===== config.mk =====
export PLATFORM = sky130hd
export DESIGN_NAME = elb_ctrl
export DESIGN_NICKNAME = d
export VERILOG_FILES = /design/src/hw/rtl/elb_pkg.sv /design/src/hw/rtl/elb_ctrl.sv
export SDC_FILE = /design/constraint.sdc
export NUM_CORES = 1
export LEC_CHECK = 0
export BUFFER_PORTS_ARGS = -buffer_cell sky130_fd_sc_hd__buf_4
export CAP_MARGIN = 25
export CORE_MARGIN = 3
export CORE_UTILIZATION = 49
export CTS_CLUSTER_DIAMETER = 50
export CTS_CLUSTER_SIZE = 30
export DETAILED_ROUTE_END_ITERATION = 16
export PLACE_DENSITY = 0.82
export SLEW_MARGIN = 20
export SYNTH_ARGS = -nofsm -noshare
export SYNTH_HDL_FRONTEND = slang
export SYNTH_SLANG_ARGS = --single-unit

===== constraint.sdc =====
create_clock -name i_clk -period 1.5 [get_ports i_clk]
set_input_delay 0.075 -clock i_clk [delete_from_list [all_inputs] [get_ports i_clk]]
set_output_delay 0.075 -clock i_clk [all_outputs]
set_load 0.05 [all_outputs]

===== src/hw/rtl/elb_pkg.sv =====
// Expert load balancer: shared constants, codes, command and status types.
// No dependencies; used by every module of the block.
package elb_pkg;

    localparam int EXPERT_CNT  = 16;
    localparam int MAX_CAND    = 8;
    localparam int COUNT_BITS  = 16;
    localparam int EID_W       = 4;
    localparam int CIDX_W      = 3;
    localparam int CCNT_W      = 4;
    localparam int DIV_W       = 52;
    localparam int DVS_W       = 16;
    localparam int DIV_CNT_W   = 6;

    localparam logic [16:0] ONE_Q16     = 17'd65536;
    localparam logic [15:0] HALF_Q16    = 16'd32768;
    localparam logic [11:0] ALPHA_Q16   = 12'd3277;
    localparam logic [15:0] ONE_M_ALPHA = 16'd62259;
    localparam logic [16:0] MIN_FACTOR  = 17'd655;

    localparam logic [2:0] REG_EXPERTS  = 3'd0;
    localparam logic [2:0] REG_QUEUE    = 3'd1;
    localparam logic [2:0] REG_OVERLOAD = 3'd2;
    localparam logic [2:0] REG_GAIN     = 3'd3;
    localparam logic [2:0] REG_ADAPTIVE = 3'd4;

    typedef enum logic [1:0] {
        OP_SELECT = 2'd0,
        OP_START  = 2'd1,
        OP_DONE   = 2'd2,
        OP_FAIL   = 2'd3
    } t_op;

    typedef enum logic [1:0] {
        ST_OK       = 2'd0,
        ST_BAD_ID   = 2'd1,
        ST_OVERFLOW = 2'd2
    } t_status;

    typedef enum logic [4:0] {
        CMD_NONE, CMD_LOAD, CMD_CAND, CMD_INC, CMD_DEC, CMD_FAIL,
        CMD_EMA_MUL, CMD_EMA_WR, CMD_UTIL_DIV, CMD_UTIL_WR, CMD_OVL_MUL, CMD_OVL_WR,
        CMD_SUM, CMD_MEAN_DIV, CMD_MEAN_WR, CMD_SQ_MUL, CMD_SQ_ACC, CMD_VAR_DIV,
        CMD_VAR_WR, CMD_PEN_INIT, CMD_PEN_A, CMD_PEN_B, CMD_PEN_C, CMD_PICK_BEST,
        CMD_PICK_MUL, CMD_PICK_STEP, CMD_OUT
    } t_cmd;

    typedef enum logic [4:0] {
        S_IDLE, S_DECODE, S_PEN_INIT, S_PEN_A, S_PEN_B, S_PEN_C, S_PICK_CHK,
        S_PICK_STEP, S_EMA_MUL, S_EMA_WR, S_UTIL_DIV, S_UTIL_WAIT, S_UTIL_WR,
        S_OVL_MUL, S_OVL_WR, S_SUM, S_MEAN_DIV, S_MEAN_WAIT, S_MEAN_WR, S_SQ_MUL,
        S_SQ_ACC, S_VAR_DIV, S_VAR_WAIT, S_VAR_WR, S_OUT
    } t_state;

    typedef struct packed {
        t_cmd    cmd;
        t_status status;
        logic    is_sel;
    } t_ctl;

    typedef struct packed {
        t_op  op;
        logic last;
        logic ovf_next;
        logic bad_id;
        logic cand_last;
        logic exp_last;
        logic div_done;
        logic any_bad;
        logic total_zero;
        logic found;
    } t_dp_stat;

endpackage


===== src/hw/rtl/elb_ctrl.sv =====
// Controller state machine: sequences datapath commands for each item.
// Depends on elb_pkg.
module elb_ctrl (
    input  logic              i_clk,
    input  logic              i_rst_n,
    input  logic              i_start,
    output logic              o_busy,
    input  elb_pkg::t_dp_stat i_stat,
    output elb_pkg::t_ctl     o_ctl
);
    import elb_pkg::*;

    t_state  r_state, n_state;
    t_status r_status, n_status;
    logic    r_is_sel, n_is_sel;

    always_ff @(posedge i_clk) begin
        if (!i_rst_n) begin
            r_state  <= S_IDLE;
            r_status <= ST_OK;
            r_is_sel <= 1'b0;
        end else begin
            r_state  <= n_state;
            r_status <= n_status;
            r_is_sel <= n_is_sel;
        end
    end

    always_comb begin
        n_state      = r_state;
        n_status     = r_status;
        n_is_sel     = r_is_sel;
        o_ctl.cmd    = CMD_NONE;
        o_ctl.status = r_status;
        o_ctl.is_sel = r_is_sel;
        case (r_state)
            S_IDLE: begin
                if (i_start) begin
                    o_ctl.cmd = CMD_LOAD;
                    n_status  = ST_OK;
                    n_is_sel  = 1'b0;
                    n_state   = S_DECODE;
                end
            end
            S_DECODE: begin
                if (i_stat.op == OP_SELECT) begin
                    o_ctl.cmd = CMD_CAND;
                    if (!i_stat.last) begin
                        n_state = S_IDLE;
                    end else begin
                        n_is_sel = 1'b1;
                        if (i_stat.ovf_next) begin
                            n_status = ST_OVERFLOW;
                            n_state  = S_OUT;
                        end else begin
                            n_state = S_PEN_INIT;
                        end
                    end
                end else if (i_stat.bad_id) begin
                    n_status = ST_BAD_ID;
                    n_state  = S_OUT;
                end else if (i_stat.op == OP_START) begin
                    o_ctl.cmd = CMD_INC;
                    n_state   = S_OUT;
                end else if (i_stat.op == OP_DONE) begin
                    o_ctl.cmd = CMD_DEC;
                    n_state   = S_EMA_MUL;
                end else begin
                    o_ctl.cmd = CMD_FAIL;
                    n_state   = S_OUT;
                end
            end
            S_PEN_INIT: begin
                o_ctl.cmd = CMD_PEN_INIT;
                n_state   = S_PEN_A;
            end
            S_PEN_A: begin
                o_ctl.cmd = CMD_PEN_A;
                n_state   = S_PEN_B;
            end
            S_PEN_B: begin
                o_ctl.cmd = CMD_PEN_B;
                n_state   = S_PEN_C;
            end
            S_PEN_C: begin
                o_ctl.cmd = CMD_PEN_C;
                n_state   = i_stat.cand_last ? S_PICK_CHK : S_PEN_A;
            end
            S_PICK_CHK: begin
                if (i_stat.any_bad) begin
                    n_status = ST_BAD_ID;
                    n_state  = S_OUT;
                end else if (i_stat.total_zero) begin
                    o_ctl.cmd = CMD_PICK_BEST;
                    n_state   = S_OUT;
                end else begin
                    o_ctl.cmd = CMD_PICK_MUL;
                    n_state   = S_PICK_STEP;
                end
            end
            S_PICK_STEP: begin
                o_ctl.cmd = CMD_PICK_STEP;
                if (i_stat.found || i_stat.cand_last) begin
                    n_state = S_OUT;
                end
            end
            S_EMA_MUL: begin
                o_ctl.cmd = CMD_EMA_MUL;
                n_state   = S_EMA_WR;
            end
            S_EMA_WR: begin
                o_ctl.cmd = CMD_EMA_WR;
                n_state   = S_UTIL_DIV;
            end
            S_UTIL_DIV: begin
                o_ctl.cmd = CMD_UTIL_DIV;
                n_state   = S_UTIL_WAIT;
            end
            S_UTIL_WAIT: begin
                if (i_stat.div_done) begin
                    n_state = S_UTIL_WR;
                end
            end
            S_UTIL_WR: begin
                o_ctl.cmd = CMD_UTIL_WR;
                n_state   = S_OVL_MUL;
            end
            S_OVL_MUL: begin
                o_ctl.cmd = CMD_OVL_MUL;
                n_state   = S_OVL_WR;
            end
            S_OVL_WR: begin
                o_ctl.cmd = CMD_OVL_WR;
                n_state   = S_SUM;
            end
            S_SUM: begin
                o_ctl.cmd = CMD_SUM;
                if (i_stat.exp_last) begin
                    n_state = S_MEAN_DIV;
                end
            end
            S_MEAN_DIV: begin
                o_ctl.cmd = CMD_MEAN_DIV;
                n_state   = S_MEAN_WAIT;
            end
            S_MEAN_WAIT: begin
                if (i_stat.div_done) begin
                    n_state = S_MEAN_WR;
                end
            end
            S_MEAN_WR: begin
                o_ctl.cmd = CMD_MEAN_WR;
                n_state   = S_SQ_MUL;
            end
            S_SQ_MUL: begin
                o_ctl.cmd = CMD_SQ_MUL;
                n_state   = S_SQ_ACC;
            end
            S_SQ_ACC: begin
                o_ctl.cmd = CMD_SQ_ACC;
                n_state   = i_stat.exp_last ? S_VAR_DIV : S_SQ_MUL;
            end
            S_VAR_DIV: begin
                o_ctl.cmd = CMD_VAR_DIV;
                n_state   = S_VAR_WAIT;
            end
            S_VAR_WAIT: begin
                if (i_stat.div_done) begin
                    n_state = S_VAR_WR;
                end
            end
            S_VAR_WR: begin
                o_ctl.cmd = CMD_VAR_WR;
                n_state   = S_OUT;
            end
            S_OUT: begin
                o_ctl.cmd = CMD_OUT;
                n_state   = S_IDLE;
            end
            default: n_state = S_IDLE;
        endcase
    end

    assign o_busy = r_state != S_IDLE;
endmodule


==> impl_results.md, run 1 <==
* Final GP Congestion at 0.9888
* Post-synth cell types at 56
* Largest net degree at the start of global routing at 13
* Root Buffer: clkbuf_4
* Synth Net Count at 170
* Synth Area per Inst at 7.106 um^2
* CTS Buf Count at 3
* Sequential-to-total area share from yosys stat at 14.45%
* Worst-path end type: output port
* Post-Syn Instances at 156
* Pre-CTS WS at -249.1 ps
* Starting Density at between 50% and 60%
* I/O Pins at 23
* Yosys top cell area share at 14.45%
* Buffers on Ports at 22
* Area of the mapped netlist at between 1000 and 1500 um^2
* Seq cells post-synth at 8
* Worst_ep grt: o_ctl[3]
* Cell count after placement at around 240
* Die Wd at 53.57 um
* Worst-case clock buffer depth at 2
* Hpwl dp at about 3.2 mm
* Outcome: did not finish
* Die Ht at 53.57 um
* Run Error: [ERROR DPL-0038] Utilization greater than 100%, impossible to legalize
* EDFF count, synth at 0
* FP Rows at 16
* Synth warnings at 0
* Post-synth ARST share at 0%
* Halt Stage: 5_1_grt
* Cts hold-fix bufs at 0
* Synth area leader: dfxtp_1
* Top cells by area, synth: dfxtp_1 (14%), a21oi_1 (5.9%), o21ai_0 (5.9%)
* H-tree depth at 1
* Main flop type after synthesis: dfxtp_1
* CTS sink count at 8
-- stage by stage --
step	hold WS [ps]	utilization (%)	setup TNS (ps)	cell area, um^2
4_1_cts	59.32	92.77	-2617	1894
3_5_place_dp	320.5	78.62	-1855	1605
3_3_place_gp	312.6	78.62	-1259	1605
2_1_floorplan	184.7	-	-1143	1184
-- logic make-up after synthesis --
| group | synth area share, % |
|---|---|
| buf+inv | 8.239 |
| flops | 14.45 |
| compound gates | 37.70 |
| simple gates | 35.44 |
| xor+xnor | 2.371 |
| mux | 1.806 |
-- cell usage after synthesis (2+ instances only) --
cell type,instances
and3_1,3
o21ai_0,13
nor3_1,4
nand2_1,10
nor2b_1,6
a21oi_1,13
nor3b_1,3
mux2i_1,2
or3_1,2
nand3_1,6
xor2_1,2
a32oi_1,2
nand4bb_1,2
a211oi_1,2
o21ai_1,3
buf_2,7
dfxtp_1,8
a2111o_1,2
buf_4,3
inv_1,2
nor2_1,12
a31oi_1,3
o211ai_1,3
buf_1,2
a22oi_1,2
nand2b_1,6
nand3b_1,4
-- timing repair --
item / 4_1_cts
buffers inserted: 12
resized for setup: 41
pin swaps: 14
setup endpoints to repair: 13
==> inputs of run 2 (changes only) <==
--- a/config.mk
+++ b/config.mk
@@ -7,12 +7,10 @@
 export LEC_CHECK = 0
 export BUFFER_PORTS_ARGS = -buffer_cell sky130_fd_sc_hd__buf_4
 export CAP_MARGIN = 25
-export CORE_MARGIN = 3
-export CORE_UTILIZATION = 49
-export CTS_CLUSTER_DIAMETER = 50
-export CTS_CLUSTER_SIZE = 30
+export CORE_AREA = 3 3 64 66
 export DETAILED_ROUTE_END_ITERATION = 16
-export PLACE_DENSITY = 0.82
+export DIE_AREA = 0 0 67 69
+export PLACE_DENSITY_LB_ADDON = 0.15
 export SLEW_MARGIN = 20
 export SYNTH_ARGS = -nofsm -noshare
 export SYNTH_HDL_FRONTEND = slang
==> constraint.sdc (replaced) <==
create_clock -name i_clk -period 2 [get_ports i_clk]
set_input_delay 0.1 -clock i_clk [delete_from_list [all_inputs] [get_ports i_clk]]
set_output_delay 0.1 -clock i_clk [all_outputs]
set_load 0.05 [all_outputs]
==> impl_results.md, run 2 <==
* Area of the mapped netlist at 1109 um^2 (unchanged)
* Drt pass-1 iters at 4
* Synth warnings at 0 (unchanged)
* CP endpoint kind: output pin
* Synth Net Count at 170 (unchanged)
* EDFF count, synth at 0 (unchanged)
* Slew Viols, Final at 0
* H-tree depth at 1 (unchanged)
* CTS sink count at 8 (unchanged)
* Initial antenna violation count at 0
* Cell count of the worst hold path at 2
* Root Buffer: clkbuf_8 (was clkbuf_4)
* CTS clk-pin slew, worst paths at approximately 40 ps
* Number of global-route vias before repair at 1206
* Post-synth ARST share at 0% (unchanged)
* Vias per cell at roughly 5.5
* Biggest regs: r_state x5, r_status x2, r_is_sel x1
* Final setup skew at 3.560 ps
* Seq cells post-synth at 8 (unchanged)
* Worst reg2reg startpoint: r_state[4]$_SDFFE_PN0P_
* Buffers on Ports at 22 (unchanged)
* Setup TNS at 0 ps
* FP Rows at 22 (was 16)
* Die Wd at 67 um (was 53.57 um)
* Slew @ Worst Pin at 330.0 ps
* Crit path DAT at 1840 ps
* Synth area leader: dfxtp_1 (unchanged)
* Pwr Total at 0.002346 W
* CP required at 1900 ps
* Max-slew headroom at 78.00%
* Commonest cells in the netlist: a21oi_1 (13), o21ai_0 (13), nor2_1 (12), nand2_1 (10), dfxtp_1 (8) (unchanged)
* Cell area after layout at 1454 um^2
* Global Route Usage Sum at approximately 15%
* Startpoint Class: flop
* Main flop type after synthesis: dfxtp_1 (unchanged)
* Fraction of layout cells with a size suffix above 1 at 32.22%
* CP Max Fanout at 9
* Ant diodes at 0
* Area growth, synth to finish at 31.15%
* Post-Syn Instances at 156 (unchanged)
* Antenna Violating Nets Remaining at 0
* Top cells by area, synth: dfxtp_1 (14%), a21oi_1 (5.9%), o21ai_0 (5.9%) (unchanged)
* Utilization after layout at 40.01%
* Reg with most FFs: r_state
* Post-synth cell types at 56 (unchanged)
* CTS tree: built
* Grt ovf at 0
* Period utilization at 96.95%
* Final min period at between 1500 and 2000 ps
* Final nets at 196
* Min-delay src: i_start
* Number of DRC markers in iteration 0 at around 120
* Total routed wirelength at about 3.5 mm
* Max reg flops at 5
* # fillers at around 400
* DR WL/cell at roughly 15 um
* Placed cell areas at 1371 um^2 (was 1605 um^2)
* # Max-Cap Violations at 0
* Die Ht at 69 um (was 53.57 um)
* P per Cell Area at 1614 nW/um^2
* WHS Endpoint: r_is_sel$_SDFFE_PN0P_
* Vias at 1262
* Yosys top cell area share at 14.45% (unchanged)
* Commonest non-fill, non-tap cell in the layout: buf_4
* Worst-case clock buffer depth at 2 (unchanged)
* RSZ-0062 raised after global routing: yes
* Synth Area per Inst at 7.106 um^2 (unchanged)
* Worst Hold Class: in -> reg
* Outcome: finished clean (was did not finish)
* First-pass GRT wire length at 5.713 mm
* LEAKAGE at 0.5516 nW
* Reg2reg end: r_state[4]$_SDFFE_PN0P_
* Worst r2r path cells at 6
* Count of final hold-check violations at 0
* Starting Density at 30.51% (was 54.29%)
* DIE AREA at approximately 4600 um^2
* # setup viols final at 0
* Final GP Congestion at 0.8554 (was 0.9888)
* Later-pin clock latency in the skew report at 230 ps
* Hpwl dp at 2.724 mm (was 3.154 mm)
* Largest net degree at the start of global routing at 23
* Sequential-to-total area share from yosys stat at 14.45% (unchanged)
* Max Clk Rate at a little over 500 MHz
* Flop-to-flop setup slack at around 220 ps
* CTS Buf Count at 3 (unchanged)
* VDD IR-drop max at 0.0009339 V
* I/O Pins at 23 (unchanged)
* Crit Path Class: reg -> out
* # DRC at 0
* Core area at 3633 um^2
* Most frequent cells in the layout: buf_4 (34), a21oi_1 (13), o21ai_0 (12)
* Setup Fix Bufs, Post-CTS at 0 (was 12)
## run 2: critical path, cell delays in order, from the launching register on
cell,delay (ps)
dfxtp_2,370
buf_4,170
and3_1,170
a21oi_1,120
a2bb2oi_1,170
nor2_1,50
a2111o_1,370
buf_4,190
## run 2: how the worst max path moves through the flow
stage / endpoint / slack (ps) / depth (start not counted) / startpoint
finish: o_ctl[3] / 60 / 7 / r_state[4]$_SDFFE_PN0P_
global route: o_ctl[5] / -20 / 7 / r_state[2]$_SDFFE_PN0P_
CTS: o_ctl[3] / 3 / 7 / r_state[4]$_SDFFE_PN0P_
detailed placement: r_state[3]$_SDFFE_PN0P_ / 130 / 5 / r_state[3]$_SDFFE_PN0P_
global placement: r_state[4]$_SDFFE_PN0P_ / 130 / 5 / r_state[3]$_SDFFE_PN0P_
floorplan: o_ctl[5] / 60 / 7 / r_state[1]$_SDFFE_PN0P_
## run 2: cell type report
class / instances / area, um^2 / share of cell area, %
Multi-Input combinational cell: 131 / 898.4 / 61.79
Inverter: 3 / 11.26 / 0.7745
Tap cell: 48 / 60.06 / 4.131
Clock buffer: 3 / 41.29 / 2.840
Sequential cell: 8 / 167.7 / 11.53
Timing Repair Buffer: 35 / 275.3 / 18.93
## run 2: logic make-up after synthesis
| kind of cell | count (synthesis) | share of synthesized area, % |
|---|---|---|
| simple gates | 66 | 35.44 |
| compound gates | 60 | 37.70 |
| buf+inv | 17 | 8.239 |
| flops | 8 | 14.45 |
| xor+xnor | 3 | 2.371 |
| mux | 2 | 1.806 |
## run 2: report_power, final
| group | leakage (nW) | total, W | internal, W | switching (W) |
|---|---|---|---|---|
| Clock | 0.0216 | 0.000190 | 0.000130 | 0.0000603 |
| Sequential | 0.0671 | 0.000338 | 0.000217 | 0.000121 |
| Combinational | 0.463 | 0.00182 | 0.000725 | 0.00109 |
## run 2: timing repair
action,4_1_cts,5_1_grt
setup endpoints to repair,3,3
resized for setup,2,10
pin swaps,0,0
hold buffers,0,0
## run 2: stage by stage
step                hold WS (ps)  instances  setup WS, ps
floorplan                  209.7        156         58.53
global placement           341.4        225         125.3
detailed placement         341.7        225         126.8
CTS                        104.4        228         3.364
global route               120.7        228        -19.12
finish                     112.5        228         60.92
## run 2: metal layers
layer / global-route usage, % / up-vias / wire, um
met5: 0 / - / 0
met4: 3.378 / 0 / 34
met3: 1.792 / 5 / 129
met2: 24.02 / 24 / 1700
met1: 22.01 / 590 / 1605
li1: - / 643 / -
No activity file was read; power rests on OpenSTA's default activity.
